### config.mk
export PLATFORM = sky130hd
export DESIGN_NAME = civil_date_day_count_converter_unit
export DESIGN_NICKNAME = d
export VERILOG_FILES = /design/src/rtl/cdc_pkg.sv /design/src/rtl/cdc_month_split.sv /design/src/rtl/civil_date_day_count_converter_unit.sv
export SDC_FILE = /design/constraint.sdc
export NUM_CORES = 1
export LEC_CHECK = 0
export ABC_AREA = 1
export BUFFER_PORTS_ARGS = -buffer_cell sky130_fd_sc_hd__buf_2
export CORE_ASPECT_RATIO = 0.5
export CORE_MARGIN = 2
export CORE_UTILIZATION = 51
export DETAILED_ROUTE_END_ITERATION = 10
export PLACE_DENSITY = 0.71
export SLEW_MARGIN = 25
export SYNTH_ARGS = -nofsm -noshare
export SYNTH_HDL_FRONTEND = slang
export SYNTH_HIERARCHICAL = 1
export SYNTH_SLANG_ARGS = --single-unit
### constraint.sdc
create_clock -name clk_i -period 5 [get_ports clk_i]
set_input_delay 0.25 -clock clk_i [delete_from_list [all_inputs] [get_ports clk_i]]
set_output_delay 0.25 -clock clk_i [all_outputs]
set_load 0.005 [all_outputs]
### src/rtl/cdc_pkg.sv
package cdc_pkg;

  localparam int unsigned FIRST_YEAR    = 1970;
  localparam int unsigned LAST_YEAR_DEF = 2038;

  // Four consecutive years from 1970 hold exactly one leap year (the third).
  localparam int unsigned CYCLE_DAYS  = 1461;
  localparam int unsigned RECIP_SHIFT = 26;
  localparam int unsigned RECIP_MUL   = (2 ** RECIP_SHIFT + CYCLE_DAYS - 1) / CYCLE_DAYS;

  localparam logic OP_ENCODE = 1'b0;
  localparam logic OP_DECODE = 1'b1;

  typedef enum logic [1:0] {
    STATUS_OK        = 2'd0,
    STATUS_BAD_DATE  = 2'd1,
    STATUS_BAD_COUNT = 2'd2
  } status_e;

  typedef struct packed {
    logic        opcode;
    logic [13:0] year_in;
    logic [6:0]  month_in;
    logic [6:0]  day_in;
    logic [14:0] count_in;
  } in_t;

  typedef struct packed {
    logic [1:0]  status;
    logic [14:0] count_out;
    logic [10:0] year_out;
    logic [3:0]  month_out;
    logic [4:0]  day_out;
  } out_t;

  // Length of month m; zero for a month number that means nothing.
  function automatic logic [4:0] month_days(logic [3:0] m, logic leap);
    logic [4:0] len;
    case (m)
      4'd1, 4'd3, 4'd5, 4'd7, 4'd8, 4'd10, 4'd12: len = 5'd31;
      4'd4, 4'd6, 4'd9, 4'd11:                    len = 5'd30;
      4'd2:                                       len = leap ? 5'd29 : 5'd28;
      default:                                    len = 5'd0;
    endcase
    return len;
  endfunction

  // Days of the year that come before the first of month m.
  function automatic logic [8:0] cum_start(logic [3:0] m, logic leap);
    logic [8:0] base;
    case (m)
      4'd1:    base = 9'd0;
      4'd2:    base = 9'd31;
      4'd3:    base = 9'd59;
      4'd4:    base = 9'd90;
      4'd5:    base = 9'd120;
      4'd6:    base = 9'd151;
      4'd7:    base = 9'd181;
      4'd8:    base = 9'd212;
      4'd9:    base = 9'd243;
      4'd10:   base = 9'd273;
      4'd11:   base = 9'd304;
      4'd12:   base = 9'd334;
      default: base = 9'd0;
    endcase
    if (leap && (m > 4'd2)) begin
      base = base + 9'd1;
    end
    return base;
  endfunction

endpackage

### src/rtl/cdc_month_split.sv
module cdc_month_split (
  input  logic [8:0] doy_i,
  input  logic       leap_i,
  output logic [3:0] month_o,
  output logic [4:0] day_o
);

  logic [3:0] month;
  logic [8:0] offset;

  // The month is the last one whose first day is not after the day of year.
  always_comb begin
    month = 4'd1;
    for (int k = 2; k <= 12; k++) begin
      if (doy_i >= cdc_pkg::cum_start(4'(k), leap_i)) begin
        month = 4'(k);
      end
    end
    offset = doy_i - cdc_pkg::cum_start(month, leap_i);
  end

  assign month_o = month;
  assign day_o   = 5'(offset + 9'd1);

endmodule

### src/rtl/civil_date_day_count_converter_unit.sv
// Converts between a civil date and the count of days since 1970-01-01, in either direction
// as the item's opcode selects, for years 1970 through LAST_YEAR. The block is a four-stage
// pipeline: it takes one item every cycle while in_ready_o is high, and each result passes
// through the stage 1, stage 2, stage 3 and output registers. Each stage holds its item
// until the next one can take it, so a stall at the output fills the empty stages before
// in_ready_o drops. Encode flags a bad date with status 1, decode flags a count past the
// last day of LAST_YEAR with status 2; all other result fields are zero then.
module civil_date_day_count_converter_unit #(
  parameter int unsigned LAST_YEAR = cdc_pkg::LAST_YEAR_DEF
) (
  input  logic          clk_i,
  input  logic          rst_ni,
  input  logic          in_valid_i,
  output logic          in_ready_o,
  input  cdc_pkg::in_t  in_data_i,
  output logic          out_valid_o,
  input  logic          out_ready_i,
  output cdc_pkg::out_t out_data_o
);

  localparam int unsigned SPAN_YEARS = LAST_YEAR + 1 - cdc_pkg::FIRST_YEAR;
  localparam int unsigned LIMIT_DAYS = SPAN_YEARS * 365 + (SPAN_YEARS + 1) / 4;

  logic rdy1, rdy2, rdy3, rdy4;
  logic s1_valid_q, s2_valid_q, s3_valid_q, out_valid_q;

  // Stage 1: checks and the reciprocal product for the four-year split.
  cdc_pkg::status_e s1_status_d, s1_status_q;
  logic             s1_op_q;
  logic             s1_leap_d, s1_leap_q;
  logic [7:0]       s1_yo_q;
  logic [3:0]       s1_month_q;
  logic [4:0]       s1_day_q;
  logic [14:0]      s1_cnt_q;
  logic [30:0]      s1_prod_d, s1_prod_q;
  logic [4:0]       s1_mdays;
  logic             enc_ok, dec_ok;

  // Stage 2
  cdc_pkg::status_e s2_status_q;
  logic             s2_op_q;
  logic [16:0]      s2_base_d, s2_base_q;
  logic [5:0]       s2_leaps_d, s2_leaps_q;
  logic [8:0]       s2_cumday_d, s2_cumday_q;
  logic [4:0]       s2_quad_d, s2_quad_q;
  logic [10:0]      s2_rem_d, s2_rem_q;

  // Stage 3
  cdc_pkg::status_e s3_status_q;
  logic             s3_op_q;
  logic [14:0]      s3_count_d, s3_count_q;
  logic [10:0]      s3_year_d, s3_year_q;
  logic [8:0]       s3_doy_d, s3_doy_q;
  logic             s3_leap_d, s3_leap_q;
  logic [1:0]       s3_yidx;
  logic [10:0]      s3_ystart;

  // Output stage
  cdc_pkg::out_t out_d, out_q;
  logic [3:0]    dec_month;
  logic [4:0]    dec_day;

  assign rdy4       = !out_valid_q || out_ready_i;
  assign rdy3       = !s3_valid_q || rdy4;
  assign rdy2       = !s2_valid_q || rdy3;
  assign rdy1       = !s1_valid_q || rdy2;
  assign in_ready_o = rdy1;

  always_ff @(posedge clk_i or negedge rst_ni) begin
    if (!rst_ni) begin
      s1_valid_q  <= 1'b0;
      s2_valid_q  <= 1'b0;
      s3_valid_q  <= 1'b0;
      out_valid_q <= 1'b0;
    end else begin
      if (rdy1) begin
        s1_valid_q <= in_valid_i;
      end
      if (rdy2) begin
        s2_valid_q <= s1_valid_q;
      end
      if (rdy3) begin
        s3_valid_q <= s2_valid_q;
      end
      if (rdy4) begin
        out_valid_q <= s3_valid_q;
      end
    end
  end

  // Within 1970..2099 every year divisible by four is a leap year.
  always_comb begin
    s1_leap_d = (in_data_i.year_in[1:0] == 2'b00);
    s1_mdays  = cdc_pkg::month_days(in_data_i.month_in[3:0], s1_leap_d);
    enc_ok    = (in_data_i.year_in >= 14'(cdc_pkg::FIRST_YEAR)) &&
                (in_data_i.year_in <= 14'(LAST_YEAR)) &&
                (in_data_i.month_in inside {[7'd1:7'd12]}) &&
                (in_data_i.day_in >= 7'd1) &&
                (in_data_i.day_in <= {2'b00, s1_mdays});
    dec_ok    = ({1'b0, in_data_i.count_in} < 16'(LIMIT_DAYS));
    if (in_data_i.opcode == cdc_pkg::OP_ENCODE) begin
      s1_status_d = enc_ok ? cdc_pkg::STATUS_OK : cdc_pkg::STATUS_BAD_DATE;
    end else begin
      s1_status_d = dec_ok ? cdc_pkg::STATUS_OK : cdc_pkg::STATUS_BAD_COUNT;
    end
    s1_prod_d = 31'(in_data_i.count_in) * 31'(cdc_pkg::RECIP_MUL);
  end

  always_ff @(posedge clk_i) begin
    if (rdy1) begin
      s1_status_q <= s1_status_d;
      s1_op_q     <= in_data_i.opcode;
      s1_leap_q   <= s1_leap_d;
      s1_yo_q     <= 8'(in_data_i.year_in - 14'(cdc_pkg::FIRST_YEAR));
      s1_month_q  <= in_data_i.month_in[3:0];
      s1_day_q    <= in_data_i.day_in[4:0];
      s1_cnt_q    <= in_data_i.count_in;
      s1_prod_q   <= s1_prod_d;
    end
  end

  // Stage 2: year base and day of year for encode; four-year block and remainder for decode.
  always_comb begin
    s2_base_d   = 17'(s1_yo_q) * 17'd365;
    s2_leaps_d  = 6'((9'(s1_yo_q) + 9'd1) >> 2);
    s2_cumday_d = cdc_pkg::cum_start(s1_month_q, s1_leap_q) + 9'(s1_day_q) - 9'd1;
    s2_quad_d   = s1_prod_q[cdc_pkg::RECIP_SHIFT +: 5];
    s2_rem_d    = 11'(s1_cnt_q - 15'(15'(s2_quad_d) * 15'(cdc_pkg::CYCLE_DAYS)));
  end

  always_ff @(posedge clk_i) begin
    if (rdy2) begin
      s2_status_q <= s1_status_q;
      s2_op_q     <= s1_op_q;
      s2_base_q   <= s2_base_d;
      s2_leaps_q  <= s2_leaps_d;
      s2_cumday_q <= s2_cumday_d;
      s2_quad_q   <= s2_quad_d;
      s2_rem_q    <= s2_rem_d;
    end
  end

  // Stage 3: final count for encode; year and day of year for decode.
  always_comb begin
    if (s2_rem_q < 11'd365) begin
      s3_yidx   = 2'd0;
      s3_ystart = 11'd0;
    end else if (s2_rem_q < 11'd730) begin
      s3_yidx   = 2'd1;
      s3_ystart = 11'd365;
    end else if (s2_rem_q < 11'd1096) begin
      s3_yidx   = 2'd2;
      s3_ystart = 11'd730;
    end else begin
      s3_yidx   = 2'd3;
      s3_ystart = 11'd1096;
    end
    s3_count_d = 15'(s2_base_q + 17'(s2_leaps_q) + 17'(s2_cumday_q));
    s3_year_d  = 11'(cdc_pkg::FIRST_YEAR) + {4'b0000, s2_quad_q, s3_yidx};
    s3_doy_d   = 9'(s2_rem_q - s3_ystart);
    s3_leap_d  = (s3_yidx == 2'd2);
  end

  always_ff @(posedge clk_i) begin
    if (rdy3) begin
      s3_status_q <= s2_status_q;
      s3_op_q     <= s2_op_q;
      s3_count_q  <= s3_count_d;
      s3_year_q   <= s3_year_d;
      s3_doy_q    <= s3_doy_d;
      s3_leap_q   <= s3_leap_d;
    end
  end

  cdc_month_split u_month_split (
    .doy_i   (s3_doy_q),
    .leap_i  (s3_leap_q),
    .month_o (dec_month),
    .day_o   (dec_day)
  );

  always_comb begin
    out_d        = '0;
    out_d.status = s3_status_q;
    if (s3_status_q == cdc_pkg::STATUS_OK) begin
      if (s3_op_q == cdc_pkg::OP_ENCODE) begin
        out_d.count_out = s3_count_q;
      end else begin
        out_d.year_out  = s3_year_q;
        out_d.month_out = dec_month;
        out_d.day_out   = dec_day;
      end
    end
  end

  always_ff @(posedge clk_i) begin
    if (rdy4) begin
      out_q <= out_d;
    end
  end

  assign out_valid_o = out_valid_q;
  assign out_data_o  = out_q;

  // A stalled stage keeps its item.
  a_stage3_holds: assert property (@(posedge clk_i) disable iff (!rst_ni)
    s3_valid_q && !rdy4 |=> s3_valid_q)
    else $error("stage 3 item lost during stall");

  a_doy_range: assert property (@(posedge clk_i) disable iff (!rst_ni)
    s3_valid_q && (s3_op_q == cdc_pkg::OP_DECODE) && (s3_status_q == cdc_pkg::STATUS_OK)
    |-> (s3_doy_q < (s3_leap_q ? 9'd366 : 9'd365)))
    else $error("day of year out of range");

  a_decoded_fields: assert property (@(posedge clk_i) disable iff (!rst_ni)
    out_valid_o && (out_data_o.status == 2'(cdc_pkg::STATUS_OK)) &&
    (out_data_o.month_out != 4'd0)
    |-> (out_data_o.count_out == 15'd0) && (out_data_o.day_out != 5'd0) &&
        (out_data_o.month_out <= 4'd12) &&
        (out_data_o.year_out >= 11'(cdc_pkg::FIRST_YEAR)) &&
        (out_data_o.year_out <= 11'(LAST_YEAR)))
    else $error("decoded date out of range");

  a_error_zero: assert property (@(posedge clk_i) disable iff (!rst_ni)
    out_valid_o && (out_data_o.status != 2'(cdc_pkg::STATUS_OK))
    |-> (out_data_o.count_out == 15'd0) && (out_data_o.year_out == 11'd0) &&
        (out_data_o.month_out == 4'd0) && (out_data_o.day_out == 5'd0))
    else $error("error result carries nonzero fields");

endmodule
Word level (Yosys, flattened, before mapping)
Memories as Yosys holds them, arrays and structs flattened. A register that Yosys moved wholly into a read port is not among the register bits.
Cells that the tools add are included.
Operators by class
  muxes and demuxes: 35
  $lt $le $gt $ge: 23
  multiply operators: 3
  equality and inequality tests: 13
  reduce and logical (&&, ||, !) cells: 21
  bitwise gates (word level): 1
  add/sub/neg operators: 13
Operator list (number)
  2-to-1 mux 4 bit: 12
  greater-or-equal comparator 9 x 8 -> 1 bit: 4
  multiplier 15 x 15 -> 30 bit, second input constant: 1
  greater-or-equal comparator 9 bit: 3
  2-to-1 mux 9 bit: 3
  equality test 4 bit, second input constant: 5
  greater-or-equal comparator 9 x 7 -> 1 bit: 2
  equality test 4 x 3 -> 1 bit, second input constant: 4
  adder 15 x 6 -> 15 bit: 1
  adder 15 x 9 -> 15 bit: 1
  < comparator 15 bit, second input constant: 1
  multiplier 8 x 9 -> 15 bit, second input constant: 1
  case mux 5 bit (3 select lines): 1
  greater-or-equal comparator 14 x 11 -> 1 bit, second input constant: 1
  greater-or-equal comparator 7 x 1 -> 1 bit, second input constant: 2
  <= comparator 14 x 11 -> 1 bit, second input constant: 1
  2-to-1 mux 2 bit: 7
  < comparator 11 x 10 -> 1 bit, second input constant: 1
  < comparator 11 bit, second input constant: 1
  < comparator 11 x 9 -> 1 bit, second input constant: 1
  multiplier 5 x 11 -> 11 bit, second input constant: 1
  subtractor 11 bit: 1
  adder 5 x 1 -> 5 bit, second input constant: 2
  adder 8 x 8 -> 9 bit, first input constant: 1
  other kinds (28): 51
Storage, ports and cells
  input bits: 48
  output and inout port bits: 39
  register bits: 191
  word-level logic and storage cells: 141
  memories: 2
  bits in read-only memories: 288
Memories
  (no name shown): depth 16, bits a word 9, rd ports 1, clocked after Yosys merged registers in 1, write ports 0, line cdc_pkg.sv:51  | case (m)
  (no name shown): depth 16, bits a word 9, rd ports 1, clocked after Yosys merged registers in 0, write ports 0, line cdc_pkg.sv:51

Depth between registers and ports, before layout
Gate-level depths: netlist of run 1.
  depth in word-level cells: 17
  depth in mapped cells: 37
  gate-level depth less buffers: 37

Hierarchy
Netlist of run 1, hierarchy kept.
Modules (own cells, without submodules)
  civil_date_day_count_converter_unit: area an instance 15546.2 µm², times used 1, cells each 1647, seq. area each 5024.8 µm²
  cdc_month_split: area an instance 1056.0 µm², times used 1, cells each 187, seq. area each 0.0 µm²

Least setup slack after synthesis of run 1
Ideal clock, no wire load.
  path kind: input port to flip-flop
  start point: input port in_data_i[12] (netlist name)
  end point: register s1_prod_q[28] (data pin)
  setup time: 0.252 ns
  arrival time: 4.502 ns
  data required time: 4.748 ns
  setup slack: 0.246 ns
  path buffers: 0
  stages: 23
  cell sequence: inv_1 fa_1 inv_1 fa_1 inv_1 fa_1 inv_1 fa_1 fa_1 inv_1 fa_1 inv_1 ha_1 nand2_1 inv_1 nand2_1 nand2_1 nand2_1 nand2_1 a21oi_1 nand2_1 nand2_1 nand2_1
Between the ends
  longest elaborated chain between the ends: 1
RTL lines
  start, declared: line civil_date_day_count_converter_unit.sv:15  | input cdc_pkg::in_t in_data_i,
  multiplier 15 x 15 -> 30 bit: line civil_date_day_count_converter_unit.sv:106  | s1_prod_d = 31'(in_data_i.count_in) * 31'(cdc_pkg::RECIP_MUL);
  net s1_prod_d[28]: line civil_date_day_count_converter_unit.sv:35  | logic [30:0] s1_prod_d, s1_prod_q;
  end signal, assigned: line civil_date_day_count_converter_unit.sv:118  | s1_prod_q <= s1_prod_d;
  end, declared: line civil_date_day_count_converter_unit.sv:35
The timed path passes the listed nets, and every way through them passes these cells.
A chain may end at the register's enable or synchronous reset.

Worst setup path after layout of run 1
  start point: register s3_leap_q
  end point: register out_q (netlist bit out_data_o[4]) (data pin)
Between the ends
  longest elaborated chain between the ends: 17
  elaborated cells on any way between the ends: 37
  classes of those cells: add/sub: 3; order compare: 11; mux: 21; reduce/logical: 1; memory: 1
RTL lines
  start, declared: line civil_date_day_count_converter_unit.sv:54  | logic s3_leap_d, s3_leap_q;
  start signal, assigned: line civil_date_day_count_converter_unit.sv:171  | s3_leap_q <= s3_leap_d;
  2-to-1 mux 3 bit: line cdc_pkg.sv:66  | if (leap && (m > 4'd2)) begin
  greater-or-equal comparator 9 x 6 -> 1 bit: line cdc_month_split.sv:15  | if (doy_i >= cdc_pkg::cum_start(4'(k), leap_i)) begin
  2-to-1 mux 4 bit (10 in series): line cdc_month_split.sv:15
  memory read (16 x 9 bit) or > comparator 4 x 2 -> 1 bit (tied branches)
  adder 5 x 1 -> 5 bit or logical AND 1 bit (tied branches): line cdc_pkg.sv:67, cdc_pkg.sv:66
  2-to-1 mux 5 bit *: line cdc_pkg.sv:66
  subtractor 5 bit *: line cdc_month_split.sv:19  | offset = doy_i - cdc_pkg::cum_start(month, leap_i);
  adder 5 x 1 -> 5 bit *: line cdc_month_split.sv:23  | assign day_o = 5'(offset + 9'd1);
  net dec_day[4]: line civil_date_day_count_converter_unit.sv:61  | logic [4:0] dec_day;
  end signal, assigned: line civil_date_day_count_converter_unit.sv:198  | out_q <= out_d;
  end, declared: line civil_date_day_count_converter_unit.sv:59  | cdc_pkg::out_t out_d, out_q;
Mark *: on every way through the listed nets, which the timed path passes. The rest lies on a longest branch.

==> results.toml, run 1 <==
[run_status]
status = "complete, no violations"

[routing]
routed_wl_um = 33200
drtPass1Iterations = 5
drt-initial-drc-count = 621
vias_per_cell = 4.85
ant_nets = 0
num_vias = 11700
remaining_drc_errors = 0
avgRoutedWirePerCell_um = 13.8

[cells_and_area]
final_cells = 2416
fillers = 2783
drive_gt1_share_pct = 10.4
design_area_um2 = 18500
nNetsFinal = 2402
syn2layout_area_growth_pct = 11.5

[timing]
finClkSkew_ns = 0.0126
setup_viol = 0
slew_viol_final = 0
hold_violations = 0
worst_pin_slew_ns = 0.969
slew_headroom_pct = 35.2
max_freq_mhz = 218
finalCritPeriodShare_pct = 91.7
period_minus_slack_ns = 4.59

[synthesis]
netlist_instances = 1834
synth_edf_count = 158
syn_area_um2 = 16600
synthArstFlopShare_pct = 2.34
ys_ff_latch = 171
synth_cell_types = 46
ys.flop_type = "edfxtp_1"
yosys_warnings = 6
syn-num-nets = 2266
ys_seq_area_share_pct = 30.3
synth_area_per_cell_um2 = 9.05

[floorplanning]
die_w_um = 259
fp-row-count = 46
die_y_um = 132
design.die.area_um2 = 34100
start_util_pct = 52.1
core_um2 = 31900
num_io_pins = 87

[global_routing]
grt_max_degree = 51
grt_pass1_wl_um = 55400
grt_pass1_vias = 11700
overflow = 0
antenna_found_initial = 1
grt_util_all_layers_pct = 20.3

[worst_setup_path]
start_kind = "register"
path_common_cell = "nand2_1"
cp_data_arrival_time_ns = 4.75
crit_type = "register to register"
crit_fanout = 4
critPathMaxStageDelay_ns = 0.43
crit_path_end_kind = "register"
cp.required_ns = 5.16
cp_slowest_cell = "edfxtp_1"

[clock_tree]
cts_buffer_depth = 2
cts_tree = "yes"
clk_pin_slew_worst_paths_ns = 0.08
clk_latency_ns = 0.45
cts_root_buffer = "clkbuf_16"
cts_buffers = 17
htree_levels = 4
clock_sinks = 171

[run]
cap_viol_max_count = 0

[placement]
place_area_um2 = 17700
portBuffers = 86
dp.cells = 2373
dpl.hpwl_um = 27800
place.gp.congestion = 0.887

[worst_hold_path]
hold_class = "input port to register"
## metrics by stage
step,TNS [ns],hold slack (ns),setup slack [ns],util [%]
after floorplan,0,-0.0456,0.246,-
after global placement,0,0.0592,0.0393,55.7
after detailed placement,0,0.0634,0.0301,55.7
after CTS,0,0.00230,0.00504,57.7
after global routing,-0.0233,0.00679,-0.0233,58.0
final,0,0.0160,0.413,58.0
## cells in the final DEF, fill, tap and decap left out, types with 9 or more instances in the layout
cell type / count
nand3_1: 72
fa_1: 133
buf_4: 34
o21ai_0: 30
nand2_1: 323
xnor2_1: 27
clkbuf_16: 17
ha_1: 250
xor2_1: 41
nand2_2: 9
dfxtp_1: 9
inv_1: 456
nor3_1: 12
a21oi_1: 75
nor2_1: 128
edfxtp_1: 158
nand4_1: 12
buf_2: 86
## flip-flops by register name, indices dropped and copies added (netlist names), 4 cells and up, named ones only
signal and flops:
out_data_o 35, s1_cnt_q 11, s1_day_q 5, s1_month_q 4
s1_prod_q 5, s1_yo_q 8, s2_base_q 15, s2_cumday_q 9
s2_leaps_q 6, s2_quad_q 5, s2_rem_q 11, s3_count_q 15
s3_doy_q 9, s3_year_q 9
## synthesized netlist by cell type (2+ instances only)
library cell	number	area [um^2]
a211oi_1	2	15.0
a21o_1	7	52.6
a21oi_1	75	375
a21oi_2	2	17.5
a31oi_1	6	37.5
buf_4	2	15.0
clkbuf_1	2	7.51
clkinv_1	2	7.51
dfrtp_1	4	100
dfxtp_1	9	180
edfxtp_1	158	4740
fa_1	133	2660
ha_1	251	3140
inv_1	457	1720
inv_2	5	18.8
inv_4	4	25.0
nand2_1	324	1220
nand2_2	8	50.1
nand3_1	73	365
nand3_2	3	30.0
nand3b_1	4	30.0
nand4_1	12	75.1
nor2_1	131	492
nor2_2	5	31.3
nor3_1	13	65.1
o2111ai_1	2	17.5
o211ai_1	2	15.0
o21a_1	2	15.0
o21ai_0	32	160
o21ai_1	6	30.0
o21ai_2	7	61.3
o21ai_4	2	32.5
o21bai_1	5	37.5
o41ai_1	2	17.5
or2_2	4	25.0
xnor2_1	28	245
xor2_1	41	359
## logic make-up after synthesis
group                    synth area share, %
flip-flops                              30.3
AND/OR/NAND/NOR                         14.7
multiplexers                          0.0603
AO/OA/AOI/OAI                           5.58
XOR/XNOR                                3.64
adder cells (fa/ha/maj)                 35.0
buffers and inverters                   10.8
## layout make-up
class	instances	area (um^2)	share of cell area, %
clock buffers	17	425	2.30
clock inverters	15	201	1.09
inverters	468	1770	9.55
repair buffers	122	706	3.81
well taps	432	541	2.92
diodes	1	2.50	0.0135
multi-input cells	1190	9840	53.2
flip-flops and latches	171	5020	27.2
## metal layers
metal	GRT usage, %	up-vias	routed length [um]
met4	6.67	0	811
met5	0	-	0
li1	-	6046	-
met1	25.7	5422	15000
met2	36.1	195	16500
met3	2.55	55	950
## timing repair
item	in CTS	in global routing
buffers inserted	0	8
hold buffers	2	0
endpoints found under the setup margin	0	2
resized for setup	0	11
endpoints found under the hold margin	5	0
## critical path: cells and delay by family (launching register included)
kind	cells	cell delay (ns)
AO/OA/AOI/OAI	2	0.18
adder cells (fa/ha/maj)	5	1.28
AND/OR/NAND/NOR	20	1.32
buffers and inverters	7	0.58
flip-flops	1	0.43
XOR/XNOR	3	0.51
## path summary, 6_finish.rpt
| check | start | endpoint | slack, ns | depth (start not counted) |
|---|---|---|---|---|
| max in group asynchronous | rst_ni | out_valid_o | 4.74 | 2 |
| min in group asynchronous | rst_ni | s1_valid_q | 0.14 | 2 |
| hold / removal | in_data_i[18] | s1_day_q[3] | 0.02 | 1 |
| setup reg to reg | s3_leap_q | out_data_o[4] | 0.41 | 37 |
| hold reg to reg | s2_op_q | s3_op_q | 0.41 | 0 |
| setup / recovery | s3_leap_q | out_data_o[4] | 0.41 | 37 |
Power of run 1 is left out: the tool's default activity adds up to more than one toggle a clock period on the data nets, which glitch-free logic cannot reach.
==> run 2: changes to the inputs <==
--- a/config.mk
+++ b/config.mk
@@ -5,13 +5,13 @@
 export SDC_FILE = /design/constraint.sdc
 export NUM_CORES = 1
 export LEC_CHECK = 0
-export ABC_AREA = 1
 export BUFFER_PORTS_ARGS = -buffer_cell sky130_fd_sc_hd__buf_2
 export CORE_ASPECT_RATIO = 0.5
 export CORE_MARGIN = 2
 export CORE_UTILIZATION = 51
 export DETAILED_ROUTE_END_ITERATION = 10
-export PLACE_DENSITY = 0.71
+export GPL_ROUTABILITY_DRIVEN = 0
+export PLACE_DENSITY = 0.72
 export SLEW_MARGIN = 25
 export SYNTH_ARGS = -nofsm -noshare
 export SYNTH_HDL_FRONTEND = slang
==> results.toml, run 2 <==
[clock_tree]
cts_root_buffer = "clkbuf_16"
clk_latency_ns = 0.44
clk_pin_slew_worst_paths_ns = 0.07
clock_sinks = 171
cts_buffer_depth = 2
cts_buffers = 17
cts_tree = "yes"
htree_levels = 4

[run]
cap_viol_max_count = 0

[global_routing]
grt_pass1_vias = 10700
grt_max_degree = 51
overflow = 0
grt_pass1_wl_um = 50600
grt_util_all_layers_pct = 20.2
antenna_found_initial = 0

[timing]
rsz0062_at_grt = "true"
hold_violations = 0
max_freq_mhz = 204
slew_viol_final = 0
worst_pin_slew_ns = 0.957
worst_slack_ns = 0.0861
finClkSkew_ns = 0.00835
slew_headroom_pct = 35.9
period_minus_slack_ns = 4.91
finalCritPeriodShare_pct = 98.3
setup_viol = 0

[cells_and_area]
syn2layout_area_growth_pct = 13.8
most-common-layout-cells = "inv_1 (289), ha_1 (245), edfxtp_1 (158)"
final_cells = 1943
drive_gt1_share_pct = 14.4
top_register = "out_data_o"
largest_reg_flops = 35
antenna_cells = 0
biggestRegsByFlops = "out_data_o (35), s2_base_q (15), s3_count_q (15)"
nNetsFinal = 1971
post-route-util_pct = 59.5
final_common_cell = "inv_1"

[routing]
avgRoutedWirePerCell_um = 15.4
drt-initial-drc-count = 494
ant_nets = 0
num_vias = 9976
routed_wl_um = 30000
drtPass1Iterations = 5
remaining_drc_errors = 0
vias_per_cell = 5.13

[floorplanning]
design.die.area_um2 = 31500
num_io_pins = 87
die_y_um = 127
start_util_pct = 52.3
core_um2 = 29300
fp-row-count = 44
die_w_um = 249

[worst_setup_path]
cp.required_ns = 5.18
start_kind = "input port"
crit_fanout = 4
crit_path_end_kind = "register"
r2r-start = "s3_doy_q[1]"
cp_data_arrival_time_ns = 5.09
crit_type = "input port to register"
critPathCapture = "s1_prod_q[28]"
r2r-end = "out_data_o[4]"
rr_worst_depth = 17
crit_path_start = "in_data_i[10]"
ff2ff_setup_slack_ns = 0.20

[synthesis]
synth_area_per_cell_um2 = 11.1
syn_area_um2 = 15300
yosys_warnings = 6
syn-num-nets = 1813
synth_top_cells_by_count = "inv_1 (298), ha_1 (251), edfxtp_1 (158)"
synth_cell_types = 69
synth_top_family_by_area = "adder cells"
ys_ff_latch = 171
synth_area_leaders = "edfxtp_1 (31%), ha_1 (21%), fa_1 (17%)"
synth_edf_count = 158
synthArstFlopShare_pct = 2.34
ys_seq_area_share_pct = 32.8
yosys.area_share.adder_pct = 37.9
synth_xor_area_share_pct = 4.86
synth.area.mux_share_pct = 0.653
synth_top_area_share_pct = 31.0
synth_compound_gate_area_share_pct = 7.21
synth_simple_gate_area_share_pct = 8.89
synth_top_area_cell = "edfxtp_1"
synth_most_common_cell = "inv_1"
ys.flop_type = "edfxtp_1"
netlist_instances = 1381

[run_status]
status = "complete, no violations"

[placement]
dp.cells = 1906
dpl.hpwl_um = 25000
portBuffers = 86
post-place-ws_ns = -0.487

[worst_hold_path]
whs_path_depth = 1
hold_class = "input port to register"
[run 2: cell count changes after synthesis, moves of 10 or more]
| cell | previous run | this run |
|---|---|---|
| inv_1 | 457 | 298 |
| xor2_1 | 41 | 28 |
| nor2b_1 | 0 | 19 |
| o21ai_0 | 32 | 47 |
| and2_1 | 1 | 41 |
| nand2_1 | 324 | 41 |
| xnor2_1 | 28 | 57 |
| nor2_1 | 131 | 46 |
| a21oi_1 | 75 | 42 |
| nand3_1 | 73 | 12 |
| nor3_1 | 13 | 23 |
| nand2b_1 | 0 | 16 |
[run 2: cell families after synthesis]
logic type | count (synthesis)
compound gates | 173
mux | 9
flops | 171
buf+inv | 310
simple gates | 249
fa+ha+maj | 384
xor+xnor | 85
[run 2: through the flow]
step / area, um^2 / TNS [ns] / hold WS (ns)
floorplan: 15300 / -0.0685 / -0.0456
global placement: 16700 / -1.06 / 0.0545
detailed placement: 16700 / -1.93 / 0.0626
CTS: 17300 / 0 / 0.00360
global route: 17400 / -0.171 / 0.0122
finish: 17400 / 0 / 0.0261
[run 2: worst min path at each step]
stage | from | endpoint | slack (ns)
detailed placement | rst_ni | s2_valid_q | 0.06
global placement | rst_ni | s3_valid_q | 0.05
finish | in_data_i[16] | s1_day_q[1] | 0.03
global route | in_data_i[17] | s1_day_q[2] | 0.01
CTS | in_data_i[16] | s1_day_q[1] | 0.004
floorplan | rst_ni | out_valid_o | -0.05
[run 2: final cells by class]
cell class                      count  area, um^2
Timing Repair Buffer              151         942
Tap cell                          391         489
Fill cell                        2390       11900
Multi-Input combinational cell    900        9260
Inverter                          298        1120
Clock inverter                     13         164
Sequential cell                   171        5020
Clock buffer                       19         433
[run 2: timing repair]
action,4_1_cts,5_1_grt
hold endpoints to repair,7,0
resized for setup,0,29
hold buffers,4,0
buffers inserted,0,1
setup endpoints to repair,0,6
[run 2: critical path, stage by stage]
cell and delay [ns]:
buf_2 0.09, inv_2 0.07, fa_1 0.56, fa_1 0.44
fa_1 0.49, fa_1 0.49, inv_1 0.05, fa_1 0.47
inv_1 0.05, fa_1 0.50, inv_1 0.07, ha_4 0.26
and4_1 0.19, o2111ai_2 0.15, a211oi_4 0.35, nor4b_2 0.10
a311oi_1 0.37, xor2_1 0.13
[run 2: layer usage]
| metal | wire [um] | vias up | track usage (%) |
|---|---|---|---|
| li1 | - | 4939 | - |
| met1 | 13100 | 4816 | 24.4 |
| met2 | 15200 | 181 | 37.2 |
| met3 | 1160 | 40 | 3.96 |
| met4 | 548 | 0 | 5.07 |
| met5 | 0 | - | 0 |
Power of run 2 is left out for the same reason.
